## config.mk

```make
export PLATFORM = sky130hd
export DESIGN_NAME = yuv_color_run_segmenter_unit
export DESIGN_NICKNAME = d
export VERILOG_FILES = /design/src/hw/rtl/yrs_pkg.sv /design/src/hw/rtl/yuv_color_run_segmenter_unit.sv /design/src/hw/rtl/yrs_cfg_regs.sv /design/src/hw/rtl/yrs_classifier.sv /design/src/hw/rtl/yrs_run_tracker.sv
export SDC_FILE = /design/constraint.sdc
export NUM_CORES = 1
export LEC_CHECK = 0
export BUFFER_PORTS_ARGS = -buffer_cell sky130_fd_sc_hd__buf_4
export CAP_MARGIN = 30
export CORE_ASPECT_RATIO = 1.2
export CORE_MARGIN = 10
export CORE_UTILIZATION = 35
export CTS_BUF_LIST = sky130_fd_sc_hd__clkbuf_4
export DETAILED_ROUTE_END_ITERATION = 7
export GPL_TIMING_DRIVEN = 0
export PLACE_DENSITY = 0.59
export SLEW_MARGIN = 20
export SYNTH_ARGS = -nofsm -noshare
export SYNTH_HDL_FRONTEND = slang
export SYNTH_SLANG_ARGS = --single-unit
```

## constraint.sdc

```tcl
create_clock -name clk -period 15.65 [get_ports clk]
set_clock_uncertainty 0.15 [all_clocks]
set_input_delay 3.9125 -clock clk [delete_from_list [all_inputs] [get_ports clk]]
set_output_delay 3.9125 -clock clk [all_outputs]
set_load 0.01 [all_outputs]
```

## src/hw/rtl/yrs_pkg.sv

```systemverilog
// Shared types, register codes and defaults for the YUV color run segmenter.
// Depends on nothing; every other file of the block imports it.
package yrs_pkg;

  // Default line length limit; the column counter saturates one below it.
  localparam int MAX_WIDTH_DEF = 2048;

  // Configuration register indexes.
  typedef enum logic [2:0] {
    REG_FILTER_MODE  = 3'd0,
    REG_RED_U_BELOW  = 3'd1,
    REG_RED_V_ABOVE  = 3'd2,
    REG_RED_V_OVER_U = 3'd3,
    REG_GREEN_MIN    = 3'd4,
    REG_GREEN_MARGIN = 3'd5
  } reg_idx_t;

  localparam int IDX_W  = 3;
  localparam int DATA_W = 8;

  // Filter mode codes.
  localparam logic MODE_RED   = 1'b0;
  localparam logic MODE_GREEN = 1'b1;

  // Register values after reset.
  localparam logic [7:0] RED_U_BELOW_RST  = 8'd120;
  localparam logic [7:0] RED_V_ABOVE_RST  = 8'd170;
  localparam logic [7:0] RED_V_OVER_U_RST = 8'd90;
  localparam logic [7:0] GREEN_MIN_RST    = 8'd70;
  localparam logic [7:0] GREEN_MARGIN_RST = 8'd20;

  // Input beat: one pixel.
  typedef struct packed {
    logic [7:0] luma;
    logic [7:0] chroma_u;
    logic [7:0] chroma_v;
    logic       end_of_line;
  } pix_in_t;

  // Output beat: one classification and an optional closed run.
  typedef struct packed {
    logic        pixel_match;
    logic        segment_valid;
    logic [10:0] segment_start;
    logic [11:0] segment_width;
  } seg_out_t;

  // Register file contents.
  typedef struct packed {
    logic       filter_mode;
    logic [7:0] red_u_below;
    logic [7:0] red_v_above;
    logic [7:0] red_v_over_u;
    logic [7:0] green_min;
    logic [7:0] green_margin;
  } cfg_t;

  // Classifier result handed to the run tracker.
  typedef struct packed {
    logic [7:0] red;
    logic [7:0] green;
    logic [7:0] blue;
    logic       red_match;
    logic       eol;
  } class_t;

endpackage

```

## src/hw/rtl/yuv_color_run_segmenter_unit.sv

```systemverilog
// Top level of the YUV color run segmenter: config registers, classifier, run tracker.
// Depends on yrs_pkg, yrs_cfg_regs, yrs_classifier and yrs_run_tracker.
//
//   channel   direction  handshake               payload
//   in        input      in_valid / in_ready     in_data   (pix_in_t)
//   out       output     out_valid / out_ready   out_data  (seg_out_t)
//   config    input      write_en                write_index, write_data
//
// Takes one pixel per clock unless stalled; every beat gives exactly one result beat.
// Pipeline: input register, rescale stage, RGB stage, output register.
// The run state is updated in the output stage, so back-to-back pixels need no wait.
// Reset clears the pipeline valid bits and the line state and loads register defaults.
// A stalled output holds its beat; empty stages upstream keep taking pixels.
module yuv_color_run_segmenter_unit #(
  parameter int MAX_WIDTH = yrs_pkg::MAX_WIDTH_DEF
) (
  input  logic                       clk,
  input  logic                       rst,
  input  logic                       in_valid,
  output logic                       in_ready,
  input  yrs_pkg::pix_in_t           in_data,
  output logic                       out_valid,
  input  logic                       out_ready,
  output yrs_pkg::seg_out_t          out_data,
  input  logic                       write_en,
  input  logic [yrs_pkg::IDX_W-1:0]  write_index,
  input  logic [yrs_pkg::DATA_W-1:0] write_data
);
  import yrs_pkg::*;

  cfg_t   cfg;
  logic   cls_valid;
  logic   cls_ready;
  class_t cls_data;

  // Register file.
  yrs_cfg_regs u_cfg (
    .clk         (clk),
    .rst         (rst),
    .write_en    (write_en),
    .write_index (write_index),
    .write_data  (write_data),
    .cfg         (cfg)
  );

  // Color classification pipeline.
  yrs_classifier u_class (
    .clk       (clk),
    .rst       (rst),
    .cfg       (cfg),
    .in_valid  (in_valid),
    .in_ready  (in_ready),
    .in_data   (in_data),
    .res_valid (cls_valid),
    .res_ready (cls_ready),
    .res_data  (cls_data)
  );

  // Run tracking and output register.
  yrs_run_tracker #(
    .MAX_WIDTH (MAX_WIDTH)
  ) u_runs (
    .clk       (clk),
    .rst       (rst),
    .cfg       (cfg),
    .cls_valid (cls_valid),
    .cls_ready (cls_ready),
    .cls_data  (cls_data),
    .out_valid (out_valid),
    .out_ready (out_ready),
    .out_data  (out_data)
  );

endmodule

```

## src/hw/rtl/yrs_cfg_regs.sv

```systemverilog
// Configuration register file of the run segmenter.
// Depends on yrs_pkg for register codes, reset values and the cfg_t struct.
module yrs_cfg_regs (
  input  logic                        clk,
  input  logic                        rst,
  input  logic                        write_en,
  input  logic [yrs_pkg::IDX_W-1:0]   write_index,
  input  logic [yrs_pkg::DATA_W-1:0]  write_data,
  output yrs_pkg::cfg_t               cfg
);
  import yrs_pkg::*;

  // Write decode; unknown indexes are ignored.
  always_ff @(posedge clk) begin
    if (rst) begin
      cfg.filter_mode  <= MODE_RED;
      cfg.red_u_below  <= RED_U_BELOW_RST;
      cfg.red_v_above  <= RED_V_ABOVE_RST;
      cfg.red_v_over_u <= RED_V_OVER_U_RST;
      cfg.green_min    <= GREEN_MIN_RST;
      cfg.green_margin <= GREEN_MARGIN_RST;
    end else if (write_en) begin
      unique case (reg_idx_t'(write_index))
        REG_FILTER_MODE:  cfg.filter_mode  <= write_data[0];
        REG_RED_U_BELOW:  cfg.red_u_below  <= write_data;
        REG_RED_V_ABOVE:  cfg.red_v_above  <= write_data;
        REG_RED_V_OVER_U: cfg.red_v_over_u <= write_data;
        REG_GREEN_MIN:    cfg.green_min    <= write_data;
        REG_GREEN_MARGIN: cfg.green_margin <= write_data;
        default: ;
      endcase
    end
  end

endmodule

```

## src/hw/rtl/yrs_classifier.sv

```systemverilog
// Three-stage color classifier: input register, video-range rescale, RGB conversion.
// Depends on yrs_pkg for the pixel, config and classifier result structs.
module yrs_classifier (
  input  logic             clk,
  input  logic             rst,
  input  yrs_pkg::cfg_t    cfg,
  input  logic             in_valid,
  output logic             in_ready,
  input  yrs_pkg::pix_in_t in_data,
  output logic             res_valid,
  input  logic             res_ready,
  output yrs_pkg::class_t  res_data
);
  import yrs_pkg::*;

  typedef struct packed {
    logic [7:0] c;
    logic [7:0] qu;
    logic [7:0] qv;
    logic       red_match;
    logic       eol;
  } scaled_t;

  // Exact floor(n / 255) for n below 255 * 256.
  function automatic logic [7:0] div255(input logic [15:0] n);
    logic [16:0] t;
    t = {1'b0, n} + {9'b0, n[15:8]} + 17'd1;
    return t[15:8];
  endfunction

  // Clamp floor(s / 256) to 0..255.
  function automatic logic [7:0] clamp_hi(input logic signed [19:0] s);
    logic [7:0] r;
    if (s[19]) begin
      r = 8'd0;
    end else if (|s[18:16]) begin
      r = 8'd255;
    end else begin
      r = s[15:8];
    end
    return r;
  endfunction

  logic    v0, v1, v2;
  logic    en0, en1, en2;
  pix_in_t p0;
  scaled_t s1;
  class_t  s2;

  // Each stage may load when it is empty or its contents move on.
  assign en2      = !v2 || res_ready;
  assign en1      = !v1 || en2;
  assign en0      = !v0 || en1;
  assign in_ready = en0;

  // Stage valid bits.
  always_ff @(posedge clk) begin
    if (rst) begin
      v0 <= 1'b0;
      v1 <= 1'b0;
      v2 <= 1'b0;
    end else begin
      if (en0) v0 <= in_valid;
      if (en1) v1 <= v0;
      if (en2) v2 <= v1;
    end
  end

  // Input register.
  always_ff @(posedge clk) begin
    if (en0 && in_valid) p0 <= in_data;
  end

  // Rescale to video range and run the red test.
  logic [15:0] ny, nu, nv;
  logic [8:0]  u_plus;
  scaled_t     s1_next;

  always_comb begin
    ny = 16'(p0.luma * 8'd219);
    nu = 16'(p0.chroma_u * 8'd224);
    nv = 16'(p0.chroma_v * 8'd224);
    u_plus = {1'b0, p0.chroma_u} + {1'b0, cfg.red_v_over_u};
    s1_next.c  = div255(ny);
    s1_next.qu = div255(nu);
    s1_next.qv = div255(nv);
    s1_next.red_match = (p0.chroma_u < cfg.red_u_below && p0.chroma_v > cfg.red_v_above) ||
                        ({1'b0, p0.chroma_v} > u_plus);
    s1_next.eol = p0.end_of_line;
  end

  always_ff @(posedge clk) begin
    if (en1 && v0) s1 <= s1_next;
  end

  // BT.601 integer conversion to RGB with clamping.
  logic signed [19:0] c20, d20, e20, r_sum, g_sum, b_sum;
  class_t             s2_next;

  always_comb begin
    c20   = $signed({12'b0, s1.c});
    d20   = $signed({12'b0, s1.qu}) - 20'sd112;
    e20   = $signed({12'b0, s1.qv}) - 20'sd112;
    r_sum = 20'sd298 * c20 + 20'sd409 * e20 + 20'sd128;
    g_sum = 20'sd298 * c20 - 20'sd100 * d20 - 20'sd208 * e20 + 20'sd128;
    b_sum = 20'sd298 * c20 + 20'sd516 * d20 + 20'sd128;
    s2_next.red       = clamp_hi(r_sum);
    s2_next.green     = clamp_hi(g_sum);
    s2_next.blue      = clamp_hi(b_sum);
    s2_next.red_match = s1.red_match;
    s2_next.eol       = s1.eol;
  end

  always_ff @(posedge clk) begin
    if (en2 && v1) s2 <= s2_next;
  end

  assign res_valid = v2;
  assign res_data  = s2;

endmodule

```

## src/hw/rtl/yrs_run_tracker.sv

```systemverilog
// Green test, match select and run tracking along the line, with the output register.
// Depends on yrs_pkg for the config, classifier result and output structs.
module yrs_run_tracker #(
  parameter int MAX_WIDTH = yrs_pkg::MAX_WIDTH_DEF
) (
  input  logic              clk,
  input  logic              rst,
  input  yrs_pkg::cfg_t     cfg,
  input  logic              cls_valid,
  output logic              cls_ready,
  input  yrs_pkg::class_t   cls_data,
  output logic              out_valid,
  input  logic              out_ready,
  output yrs_pkg::seg_out_t out_data
);
  import yrs_pkg::*;

  localparam int COL_W = $clog2(MAX_WIDTH);
  localparam int SPAN_W = COL_W + 1;
  localparam logic [COL_W-1:0] COL_LAST = COL_W'(MAX_WIDTH - 1);

  logic             column_en;
  logic [COL_W-1:0] column, column_next;
  logic             in_run, in_run_next;
  logic [COL_W-1:0] run_begin, run_begin_next;
  logic             accept;
  logic             green_match, match;
  logic [8:0]       r_plus, b_plus;
  logic [COL_W-1:0] begin_eff;
  logic [SPAN_W-1:0] span;
  seg_out_t         out_next;

  assign cls_ready = !out_valid || out_ready;
  assign accept    = cls_valid && cls_ready;
  assign column_en = accept;

  // Select the color test and work out the run update.
  always_comb begin
    r_plus = {1'b0, cls_data.red} + {1'b0, cfg.green_margin};
    b_plus = {1'b0, cls_data.blue} + {1'b0, cfg.green_margin};
    green_match = (cls_data.green >= cfg.green_min) &&
                  ({1'b0, cls_data.green} >= r_plus) &&
                  ({1'b0, cls_data.green} >= b_plus);
    match = (cfg.filter_mode == MODE_GREEN) ? green_match : cls_data.red_match;

    begin_eff = in_run ? run_begin : column;
    span = {1'b0, column} - {1'b0, begin_eff};

    out_next.pixel_match   = match;
    out_next.segment_valid = 1'b0;
    out_next.segment_start = '0;
    out_next.segment_width = '0;
    in_run_next    = in_run;
    run_begin_next = begin_eff;

    if (match) begin
      in_run_next = 1'b1;
      if (cls_data.eol) begin
        // A run still open at the end of the line includes this pixel.
        out_next.segment_valid = 1'b1;
        out_next.segment_start = 11'(begin_eff);
        out_next.segment_width = 12'(span + SPAN_W'(1));
      end
    end else if (in_run) begin
      // The non-matching pixel ends the run and is not part of it.
      out_next.segment_valid = 1'b1;
      out_next.segment_start = 11'(run_begin);
      out_next.segment_width = 12'(span);
      in_run_next = 1'b0;
    end

    // Column advances and saturates; the end of the line restarts it.
    if (cls_data.eol) begin
      column_next = '0;
      in_run_next = 1'b0;
    end else if (column != COL_LAST) begin
      column_next = column + COL_W'(1);
    end else begin
      column_next = column;
    end
  end

  // Line state registers.
  always_ff @(posedge clk) begin
    if (rst) begin
      column    <= '0;
      in_run    <= 1'b0;
      run_begin <= '0;
    end else if (column_en) begin
      column    <= column_next;
      in_run    <= in_run_next;
      run_begin <= run_begin_next;
    end
  end

  // Output register.
  always_ff @(posedge clk) begin
    if (rst) begin
      out_valid <= 1'b0;
    end else if (accept) begin
      out_valid <= 1'b1;
    end else if (out_ready) begin
      out_valid <= 1'b0;
    end
  end

  always_ff @(posedge clk) begin
    if (accept) out_data <= out_next;
  end

  // An end-of-line beat leaves the line state cleared.
  a_eol_clears: assert property (@(posedge clk) disable iff (rst)
    accept && cls_data.eol |=> column == '0 && !in_run)
    else $error("line state not cleared after end of line");

  // An open run never starts to the right of the current column.
  a_begin_order: assert property (@(posedge clk) disable iff (rst)
    in_run |-> run_begin <= column)
    else $error("run start beyond current column");

  // A run reported as closed was open or ends at this end-of-line pixel.
  a_close_cause: assert property (@(posedge clk) disable iff (rst)
    accept && out_next.segment_valid |-> in_run || (match && cls_data.eol))
    else $error("segment reported without an open run");

  // A non-matching pixel closes an open run and reports it as a segment.
  a_close_state: assert property (@(posedge clk) disable iff (rst)
    accept && in_run && !match |=> !in_run && out_data.segment_valid)
    else $error("run not closed by a non-matching pixel");

endmodule

```

==> results of run 1 <==
final timing paths:
path	startpoint	endpoint	slack, ns	cells past startpoint
setup / recovery	out_ready	in_ready	6.54	5
setup reg to reg	u_class.c20[7]$_DFFE_PP_	u_class.res_data[24]$_SDFFCE_PP0P_	8.22	22
hold / removal	u_class.s1[1]$_DFFE_PP_	u_class.res_data[1]$_DFFE_PP_	0.29	0
hold reg to reg	u_class.s1[1]$_DFFE_PP_	u_class.res_data[1]$_DFFE_PP_	0.29	0
metal layers:
metal | up-vias | part of all wire [%] | GRT usage (%)
li1 | 6846 | - | -
met1 | 6333 | 44 | 15.6
met4 | 0 | 3.4 | 5.58
met3 | 48 | 2.2 | 1.42
met2 | 162 | 51 | 23.6
met5 | - | 0 | 0
state kept, by name, indices dropped and copies added, names as in the netlist, 8 cells and up:
signal            count
u_cfg.cfg            41
u_class.res_data     26
u_class.p0           25
u_runs.out_data      25
u_class.s1           18
u_runs.column        11
u_runs.run_begin     11
u_class.c20           8
cells in the final DEF (no fill, tap or decap), types with 8 or more instances in the layout:
cell / instances
edfxtp_1: 102
inv_1: 256
and3_1: 14
o21ai_1: 12
clkbuf_4: 17
a21oi_1: 120
xnor2_1: 87
xor2_1: 64
o21bai_1: 19
o211ai_1: 8
a211o_1: 12
clkbuf_1: 19
dfxtp_1: 68
nor2_1: 122
nand3_1: 31
o22ai_1: 8
o21a_1: 28
mux2i_1: 22
ha_1: 381
nand2_1: 109
nand3b_1: 9
a211oi_1: 20
nor2b_1: 21
nor3_1: 20
nand2b_1: 15
a21o_1: 50
fa_1: 105
nand4_1: 15
buf_4: 65
or3_1: 8
o21ai_0: 54
logic make-up (layout without fill, tap and decap cells):
group                    after synthesis  count (layout)  synth area share, %
adder cells (fa/ha/maj)              486             486                 37.2
AND/OR/NAND/NOR                      396             396                 10.4
AO/OA/AOI/OAI                        395             395                 14.2
buffers and inverters                281             381                 5.73
flip-flops                           170             170                 24.0
XOR/XNOR                             152             152                 7.29
multiplexers                          23              23                 1.25
other                                  0               2                    0
area by class of cell:
| type | count | area [sq um] |
|---|---|---|
| Multi-Input combinational cell | 1452 | 13000 |
| Tap cell | 705 | 882 |
| Timing Repair Buffer | 68 | 563 |
| Antenna cell | 2 | 5.00 |
| Clock buffer | 17 | 128 |
| Inverter | 257 | 965 |
| Fill cell | 5237 | 32100 |
| Sequential cell | 170 | 4420 |
| Clock inverter | 15 | 191 |
| Buffer | 24 | 93.8 |
stage by stage:
step | instances | cell area, sq um
floorplan | 1903 | 18500
global placement | 2673 | 19800
detailed placement | 2676 | 19900
CTS | 2708 | 20300
global route | 2710 | 20300
finish | 2710 | 20300
cell usage after synthesis, drive strengths merged (12+ instances only):
cell type,n
a211o,12
a211oi,21
a21o,50
a21oi,123
and3,14
clkbuf,20
dfxtp,68
edfxtp,102
fa,105
ha,381
inv,256
mux2i,22
nand2,109
nand2b,15
nand3,31
nand4,15
nor2,122
nor2b,22
nor3,22
o21a,28
o21ai,66
o21bai,19
xnor2,87
xor2,64
==> results by group, run 1 <==
Critical path
  • Crit path cell chain: buf_4, nor2b_1, and3_1, nand2_1, buf_4
  • WP data required: between 10 and 15 ns
  • Largest fanout on the critical path: 5
  • Worst path max stage delay: ~0.39 ns
  • Bufs and invs on worst path: 2
  • Critical Path Start Type: input port
  • Critical path type: in -> out
  • Family with the most delay on the worst path: simple AND/OR/NAND/NOR gates
  • CP dominant cell by count: buf_4
  • Crit. End Element: primary output
  • Slowest CP cell: and3_1
  • WP data arrival: 5.05 ns

Synth
  • Synthesized area: approximately 18000 sq um
  • Post-synth EDFFs: 102
  • Flops & latches, synth: 170
  • Seq/Total Area, Yosys: 24.0%
  • Synth area leader: ha_1
  • Main synth FF type: edfxtp_1
  • Syn_area_per_cell: slightly below 10 sq um
  • Synth cell types: 76
  • Syn nets: 2430
  • Area contributors post-synth: ha_1 26%, edfxtp_1 17%, fa_1 11%, dfxtp_1 7.4%, inv_1 5.2%
  • Synth warn: 0
  • Post-Syn Instances: 1903
  • Share of the synthesized area in the top cell type: ~26%
  • FFs w/ async S/R, synth: 0%

CTS
  • Clock Latency Late Sink: 0.64 ns
  • Max clock buf depth: 2
  • Clk pin slew, worst setup/hold paths: 0.16 ns
  • Clock Sinks: 170
  • Post-CTS Hold Fix Bufs: 0
  • CTS tree: yes
  • CTS H-tree depth: 4
  • Number of CTS-inserted buffers: 17
  • # Post-CTS Setup Buffers: 0
  • Root Driver: clkbuf_4
  • Post-cts resize count: 0

STA
  • Fmax: 0.110 GHz
  • Final period utilization: 58.2%
  • Final hold slack: 0.291 ns
  • Max_slew headroom: 42.7%
  • Transition time of the tightest slew-check pin: between 0.8 and 0.9 ns
  • RSZ-0062 raised after global routing: false
  • Slew Limit Fails: 0
  • Post-layout min period: approximately 9.1 ns
  • Hold Vio Cnt, Final: 0
  • Setup violators final: 0
  • Worst setup margin: approximately 6.5 ns
  • Setup_tns: 0 ns

Die
  • I/O pins: 68
  • Die ar.: 62400 sq um
  • DIE HEIGHT: 272 um
  • Placement Rows: ~90
  • Die W: 230 um
  • Core Footprint: 52400 sq um
  • Initial Util: 35.2%

Job
  • Max Cap Viol: 0

Detailed routing
  • Vias per inst: between 4 and 5
  • WL final: 41.0 mm
  • TritonRoute pass-1 iters: 5
  • DR iter-0 viols: 570
  • Vias post-DR: about 13000
  • DRC Markers: 0
  • Drt wl/cell: roughly 15 um
  • Routed Antenna Nets: 0

Status
  • Outcome: completed

Global routing
  • Remaining Overflow, GRT: 0
  • First-pass GRT wire length: 66.9 mm
  • GRT Resource Usage Total: 13.1%
  • Largest net degree at the start of global routing: 27
  • Vias in the first global route: 13262
  • Initial antenna violation count: 2

Layout
  • Layout cell share with drive strength beyond 1: 6.54%
  • Area grow syn2layout: 9.75%
  • Nets: 2517
  • Final Core Density: 38.7%

Placement
  • Hpwl dp: 35.1 mm
  • I/O Buffers: 65
  • Pre-CTS WS: 6.53 ns
  • Gpl congestion: slightly below 0.9

Min path
  • Worst hold path class: reg -> reg
Power of run 1 is left out: the tool's default activity adds up to more than one toggle a clock period on the data nets, which glitch-free logic cannot reach.
==> run 2, diff against run 1 <==
--- a/config.mk
+++ b/config.mk
@@ -5,6 +5,7 @@
 export SDC_FILE = /design/constraint.sdc
 export NUM_CORES = 1
 export LEC_CHECK = 0
+export ABC_AREA = 1
 export BUFFER_PORTS_ARGS = -buffer_cell sky130_fd_sc_hd__buf_4
 export CAP_MARGIN = 30
 export CORE_ASPECT_RATIO = 1.2
==> constraint.sdc (replaced) <==
create_clock -name clk -period 9.2 [get_ports clk]
set_clock_uncertainty 0.15 [all_clocks]
set_input_delay 2.3 -clock clk [delete_from_list [all_inputs] [get_ports clk]]
set_output_delay 2.3 -clock clk [all_outputs]
set_load 0.01 [all_outputs]
==> run 2 against run 1 <==
  * Utilization decreased by 0.17 points
  * Register-to-register slack worse by 6.2 ns
  * Flip-flop and latch count unchanged
  * Critical path type is now reg -> reg
  * Die area grew 6.4%
  * Sequential share of layout area fell by 1.3 points
  * Worst hold slack gained 0.0053 ns
==> results by group, run 2 <==
Status
  • Outcome: completed

Layout
  • Non-filler cells, final: 3267 (+21%)
  • Biggest register: u_cfg.cfg
  • Reg area: 4420 sq um (unchanged)
  • Commonest non-fill, non-tap cell in the layout: inv_1
  • Fill cells: 5724 (+9.3%)
  • Most frequent cells in the layout: 457 x inv_1, 447 x nand2_1, 381 x ha_1
  • Area grow syn2layout: 9.24%
  • Nets: 3053 (+21%)
  • Layout cell share with drive strength beyond 1: 6.26% (-0.28 points)
  • Multi-input gate area in the final layout: 13500 sq um (+4.0%)
  • Final Instance Area: 21600 sq um (+6.4%)
  • Max reg flops: 41 (unchanged)

Synth
  • Post-Syn Instances: 2437 (+28%)
  • Syn nets: 2964 (+22%)
  • Area contributors post-synth: ha_1 24%, edfxtp_1 16%, fa_1 11%, inv_1 8.7%, nand2_1 8.5%
  • Synthesized area: 19700 sq um (+6.9%)
  • Seq/Total Area, Yosys: 22.4% (-1.6 points)
  • Count leader, synth: inv_1
  • Post-synth EDFFs: 102 (unchanged)
  • FFs w/ async S/R, synth: 0% (unchanged)
  • Share of the synthesized area in the top cell type: 24.1% (-1.7 points)
  • Synth area leader: ha_1
  • Synth warn: 0 (unchanged)
  • Main synth FF type: edfxtp_1
  • Synth cell types: 53 (-30%)
  • Flops & latches, synth: 170 (unchanged)
  • Commonest cells in the netlist: 458 x inv_1, 447 x nand2_1, 381 x ha_1
  • Syn_area_per_cell: 8.10 sq um (-16%)

Critical path
  • FF-to-FF path depth: 27 (+23%)
  • WP data required: 9.54 ns (-2.05 ns)
  • CP dominant cell by count: nand2_1
  • Reg2reg setup slack: 2.01 ns (-6.21 ns)
  • RR Endpoint: u_class.res_data[16]$_SDFFCE_PP0P_
  • Reg2reg start: u_class.c20[5]$_DFFE_PP_
  • Crit. End Element: flip-flop
  • Worst path max stage delay: 0.85 ns (+0.46 ns)
  • Slowest CP cell: xor2_1
  • Critical Path Start Type: flip-flop
  • Critical path type: reg -> reg
  • Largest fanout on the critical path: 8 (+3)
  • WP data arrival: 7.53 ns (+2.48 ns)

Detailed routing
  • WL final: 48.4 mm (+18%)
  • DRC Markers: 0 (unchanged)
  • Routed Antenna Nets: 0 (unchanged)
  • TritonRoute pass-1 iters: 5 (unchanged)
  • DR iter-0 viols: 698 (+22%)
  • Drt wl/cell: 14.8 um (-2.0%)
  • Vias per inst: 4.92 (-0.44%)
  • Vias post-DR: 16070 (+20%)

STA
  • Transition time of the tightest slew-check pin: 1.06 ns (+0.201 ns)
  • Setup_tns: 0 ns (unchanged)
  • Max_slew headroom: 29.2% (-13 points)
  • Hold Vio Cnt, Final: 0 (unchanged)
  • Post-layout min period: between 7 and 8 ns
  • Fmax: 0.139 GHz
  • Slew Limit Fails: 0 (unchanged)
  • RSZ-0062 raised after global routing: false
  • Setup violators final: 0 (unchanged)
  • Final period utilization: 78.2%

Global routing
  • Largest net degree at the start of global routing: 27 (unchanged)
  • First-pass GRT wire length: 80.8 mm (+21%)
  • GRT Resource Usage Total: 14.9% (+1.8 points)
  • Vias in the first global route: 16562 (+25%)
  • Initial antenna violation count: 1 (-1)
  • Remaining Overflow, GRT: 0 (unchanged)

Die
  • Die W: 237 um (+3.1%)
  • Die ar.: 66300 sq um (+6.4%)
  • Initial Util: 35.3% (about the same)
  • I/O pins: 68 (unchanged)
  • Placement Rows: 95 (+3.3%)
  • DIE HEIGHT: 280 um (+3.2%)
  • Core Footprint: 56000 sq um (+6.9%)

Placement
  • Hpwl dp: 41.4 mm (+18%)
  • Gpl congestion: 0.925 (+3.6%)
  • I/O Buffers: 66 (+1.5%)
  • Placed Area: 21200 sq um (+6.5%)
  • Placed cells: 3234 (+21%)

CTS
  • Clk pin slew, worst setup/hold paths: 0.16 ns (about the same)
  • Root Driver: clkbuf_4
  • Post-CTS Hold Fix Bufs: 0 (unchanged)
  • Clock Latency Late Sink: 0.72 ns (+0.08 ns)
  • CTS H-tree depth: 4 (unchanged)
  • Max clock buf depth: 2 (unchanged)
  • CTS tree: yes
  • Clock Sinks: 170 (unchanged)
  • # Post-CTS Setup Buffers: 0 (unchanged)
  • Post-cts resize count: 0 (unchanged)
  • Number of CTS-inserted buffers: 17 (unchanged)

Min path
  • Worst hold start: u_class.s1[0]$_DFFE_PP_
  • Worst hold path class: reg -> reg
  • Hold depth: 0 (unchanged)
  • Hold Path End: u_class.res_data[0]$_DFFE_PP_

Job
  • Max Cap Viol: 0 (unchanged)
run 2: changes by cell type in the layout (fill, tap and decap cells not counted), sizes merged, moves of 42 or more:
cell   delta
nand2   +348
inv     +205
nand3    +84
a21oi    +69
o21ai    +53
a21o     -42
run 2: metrics by stage:
step,utilization (%),hold slack (ns),setup slack (ns)
global route,38.5,0.296,1.59
detailed placement,37.9,0.261,1.99
global placement,37.8,0.260,2.13
finish,38.5,0.296,2.01
CTS,38.5,0.301,2.00
floorplan,-,0.250,3.22
run 2: cells by family (layout without fill, tap and decap cells):
group,Yosys count,in the layout,synth area share (%)
and+or+nand+nor,801,801,17.5
adders and majority gates,486,486,34.8
buffers and inverters,477,579,9.11
AOI/OAI and AO/OA,382,382,10.7
DFF,170,170,22.4
xor gates and xnor gates,121,121,5.52
other,0,1,0
run 2: how the worst max path moves through the flow:
stage,start,end
final,u_class.c20[5]$_DFFE_PP_,u_class.res_data[16]$_SDFFCE_PP0P_
after floorplan,u_class.c20[5]$_DFFE_PP_,u_class.res_data[18]$_SDFFCE_PP0P_
after global routing,u_class.c20[5]$_DFFE_PP_,u_class.res_data[13]$_SDFFCE_PP0P_
after CTS,u_class.c20[5]$_DFFE_PP_,u_class.res_data[16]$_SDFFCE_PP0P_
after global placement,u_class.c20[5]$_DFFE_PP_,u_class.res_data[25]$_SDFFCE_PP0P_
after detailed placement,u_class.c20[5]$_DFFE_PP_,u_class.res_data[16]$_SDFFCE_PP0P_
run 2: layout make-up:
class,instances,area share [%]
timing repair buffer,70,2.62
antenna,1,0.0116
clock inverter,15,0.969
clock buffer,17,0.592
multi-input combinational,1790,62.7
inverter,463,8.06
buffer,14,0.284
sequential,170,20.5
tap,727,4.22
run 2: critical path, delay by kind of cell, from the launching register on:
family | cells | cell delay (ns)
adders and majority gates | 8 | 3.24
AOI/OAI and AO/OA | 7 | 1.16
xor gates and xnor gates | 2 | 0.99
and+or+nand+nor | 8 | 0.84
DFF | 1 | 0.49
buffers and inverters | 2 | 0.11
run 2: per-layer routing:
metal	vias to the layer above	wire length (um)	GRT usage (%)
met5	-	0	0
met4	0	1440	5.54
met3	78	1310	2.06
met2	239	25700	28.8
met1	7562	20000	16.1
li1	8191	-	-
Power of run 2 is left out for the same reason.
==> run 3, diff against run 2 <==
==> constraint.sdc (replaced) <==
create_clock -name clk -period 7.1 [get_ports clk]
set_clock_uncertainty 0.15 [all_clocks]
set_input_delay 1.775 -clock clk [delete_from_list [all_inputs] [get_ports clk]]
set_output_delay 1.775 -clock clk [all_outputs]
set_load 0.01 [all_outputs]
==> run 3 against run 2 <==
  * Wire length is 0.22% higher
  * Final cell count about the same
  * Maximum frequency up 6.8%
  * Highest routed layer unchanged
==> results by group, run 3 (same netlist as run 2, synthesis figures left out) <==
Placement
  • Pre-CTS WS: -0.106 ns (-2.10 ns)
  • Hpwl dp: 41.4 mm (unchanged)
  • Gpl congestion: 0.925 (unchanged)
  • Placed Area: 21200 sq um (unchanged)
  • I/O Buffers: 66 (unchanged)

STA
  • Transition time of the tightest slew-check pin: 0.636 ns (-0.422 ns)
  • Hold Vio Cnt, Final: 0 (unchanged)
  • RSZ-0062 raised after global routing: true
  • Setup violators final: 0 (unchanged)
  • Final period utilization: 94.9% (+17 points)
  • Worst setup margin: 0.363 ns (-1.64 ns)
  • Post-layout min period: 6.74 ns (-0.456 ns)
  • Max_slew headroom: 57.5% (+28 points)
  • Slew Limit Fails: 0 (unchanged)
  • Fmax: 0.148 GHz (+6.8%)

Critical path
  • FF-to-FF path depth: 22 (-19%)
  • Crit path cell chain: ha_1, fa_1, fa_1, fa_1, ha_1, nand2_1, nor3_1, a21oi_2, xnor2_2, ha_1, inv_1, fa_1, inv_1, fa_1, ha_1, a21oi_1, o21ai_0, a21oi_1, nand2_1, xor2_1, nor2_4, a21oi_1
  • Worst Setup SP: u_class.c20[5]$_DFFE_PP_
  • Critical path type: reg -> reg
  • Worst path max stage delay: 0.50 ns (-0.35 ns)
  • Largest fanout on the critical path: 8 (unchanged)
  • WP data arrival: 7.05 ns (-0.48 ns)
  • Slowest CP cell: fa_1
  • WP data required: 7.41 ns (-2.13 ns)
  • Critical Path Start Type: flip-flop
  • RR Endpoint: u_class.res_data[25]$_SDFFCE_PP0P_
  • Reg2reg setup slack: 0.36 ns (-1.64 ns)
  • Reg2reg start: u_class.c20[5]$_DFFE_PP_
  • Crit. End Element: flip-flop
  • CP dominant cell by count: fa_1

Layout
  • Biggest register: u_cfg.cfg
  • Area grow syn2layout: 9.60%
  • Most frequent cells in the layout: 457 x inv_1, 447 x nand2_1, 381 x ha_1
  • Multi-input gate area in the final layout: 13600 sq um (+0.48%)
  • Final Core Density: 38.6% (+0.13 points)
  • Layout cell share with drive strength beyond 1: 6.61% (+0.35 points)
  • Fill cells: 5712 (-0.21%)
  • Max reg flops: 41 (unchanged)
  • Final Instance Area: 21600 sq um (+0.34%)
  • Nets: 3054 (+0.033%)
  • Reg area: 4420 sq um (unchanged)
  • Commonest non-fill, non-tap cell in the layout: inv_1

Global routing
  • Vias in the first global route: 16570 (+0.048%)
  • GRT Resource Usage Total: 14.9% (about the same)
  • Remaining Overflow, GRT: 0 (unchanged)
  • First-pass GRT wire length: 80.9 mm (about the same)
  • Largest net degree at the start of global routing: 27 (unchanged)
  • Initial antenna violation count: 1 (unchanged)

Die
  • Placement Rows: 95 (unchanged)
  • Die ar.: 66300 sq um (unchanged)
  • I/O pins: 68 (unchanged)
  • DIE HEIGHT: 280 um (unchanged)
  • Die W: 237 um (unchanged)
  • Initial Util: 35.3% (unchanged)
  • Core Footprint: 56000 sq um (unchanged)

Detailed routing
  • TritonRoute pass-1 iters: 5 (unchanged)
  • Top sig layer: met4
  • Routed Antenna Nets: 0 (unchanged)
  • Metal-1 WL: 19.8 mm (-0.60%)
  • Drt wl/cell: 14.8 um (+0.19%)
  • Vias post-DR: 16048 (-0.14%)
  • DRC Markers: 0 (unchanged)
  • WL final: 48.5 mm (+0.22%)
  • Vias per inst: 4.91 (-0.17%)
  • Wire length on met2: 25.6 mm (-0.52%)
  • DR iter-0 viols: 657 (-5.9%)
  • Routed wl met3: 1.49 mm (+14%)

Min path
  • Worst hold path class: reg -> reg
  • Hold Path End: u_class.res_data[0]$_DFFE_PP_
  • Worst hold start: u_class.s1[0]$_DFFE_PP_
  • Hold depth: 0 (unchanged)

Status
  • Outcome: completed

CTS
  • Clock Latency Late Sink: 0.71 ns (about the same)
  • Clock Sinks: 170 (unchanged)
  • Max clock buf depth: 2 (unchanged)
  • Root Driver: clkbuf_4
  • Clk pin slew, worst setup/hold paths: 0.15 ns (about the same)
  • CTS H-tree depth: 4 (unchanged)
  • CTS tree: yes
  • Number of CTS-inserted buffers: 17 (unchanged)

Job
  • Max Cap Viol: 0 (unchanged)
-- run 3: cell count changes in the layout (fill, tap and decap cells not counted) --
cell,delta
a21oi_2,+3
xnor2_2,+1
xor2_1,-4
xor2_4,+1
a21oi_1,-3
nor2_2,-1
buf_4,+1
xor2_2,+3
nor2_4,+1
xnor2_1,-1
-- run 3: metrics by stage --
step | hold WS (ns) | cells | TNS, ns
floorplan | 0.250 | 2437 | 0
global placement | 0.260 | 3230 | 0
detailed placement | 0.261 | 3234 | -1.10
CTS | 0.301 | 3266 | 0
global route | 0.296 | 3268 | -0.157
finish | 0.296 | 3268 | 0
-- run 3: area by class of cell --
type,instances,share of cell area (%)
Clock buffer,17,0.590
Multi-Input combinational cell,1790,62.8
Sequential cell,170,20.4
Inverter,463,8.03
Antenna cell,1,0.0116
Tap cell,727,4.20
Timing Repair Buffer,71,2.65
Clock inverter,15,0.966
Buffer,14,0.283
-- run 3: worst max path at each step --
stage	endpoint	slack, ns	depth (start not counted)
after floorplan	u_class.res_data[18]$_SDFFCE_PP0P_	1.12	25
after global placement	u_class.res_data[25]$_SDFFCE_PP0P_	0.03	27
after detailed placement	u_class.res_data[16]$_SDFFCE_PP0P_	-0.11	27
after CTS	u_class.res_data[16]$_SDFFCE_PP0P_	0.11	27
after global routing	u_class.res_data[25]$_SDFFCE_PP0P_	-0.05	23
final	u_class.res_data[25]$_SDFFCE_PP0P_	0.36	22
-- run 3: worst max-delay path, delay by kind of cell, from the launching register on --
| kind | cells | cell delay (ns) |
|---|---|---|
| AO/OA/AOI/OAI | 5 | 0.81 |
| flip-flops | 1 | 0.49 |
| XOR/XNOR | 2 | 0.63 |
| AND/OR/NAND/NOR | 4 | 0.60 |
| buffers and inverters | 2 | 0.17 |
| adder cells (fa/ha/maj) | 9 | 3.63 |
-- run 3: timing repair --
action,CTS,global route
resized for setup,2,8
hold buffers,0,0
endpoints found under the setup margin,16,16
hold endpoints to repair,0,0
setup buffers,0,1
gates cloned,0,0
-- run 3: per-layer routing --
metal | GRT usage, % | up-vias
li1 | - | 8193
met1 | 16.1 | 7543
met2 | 28.8 | 234
met3 | 2.06 | 78
met4 | 5.54 | 0
met5 | 0 | -
Power of run 3 is left out for the same reason.
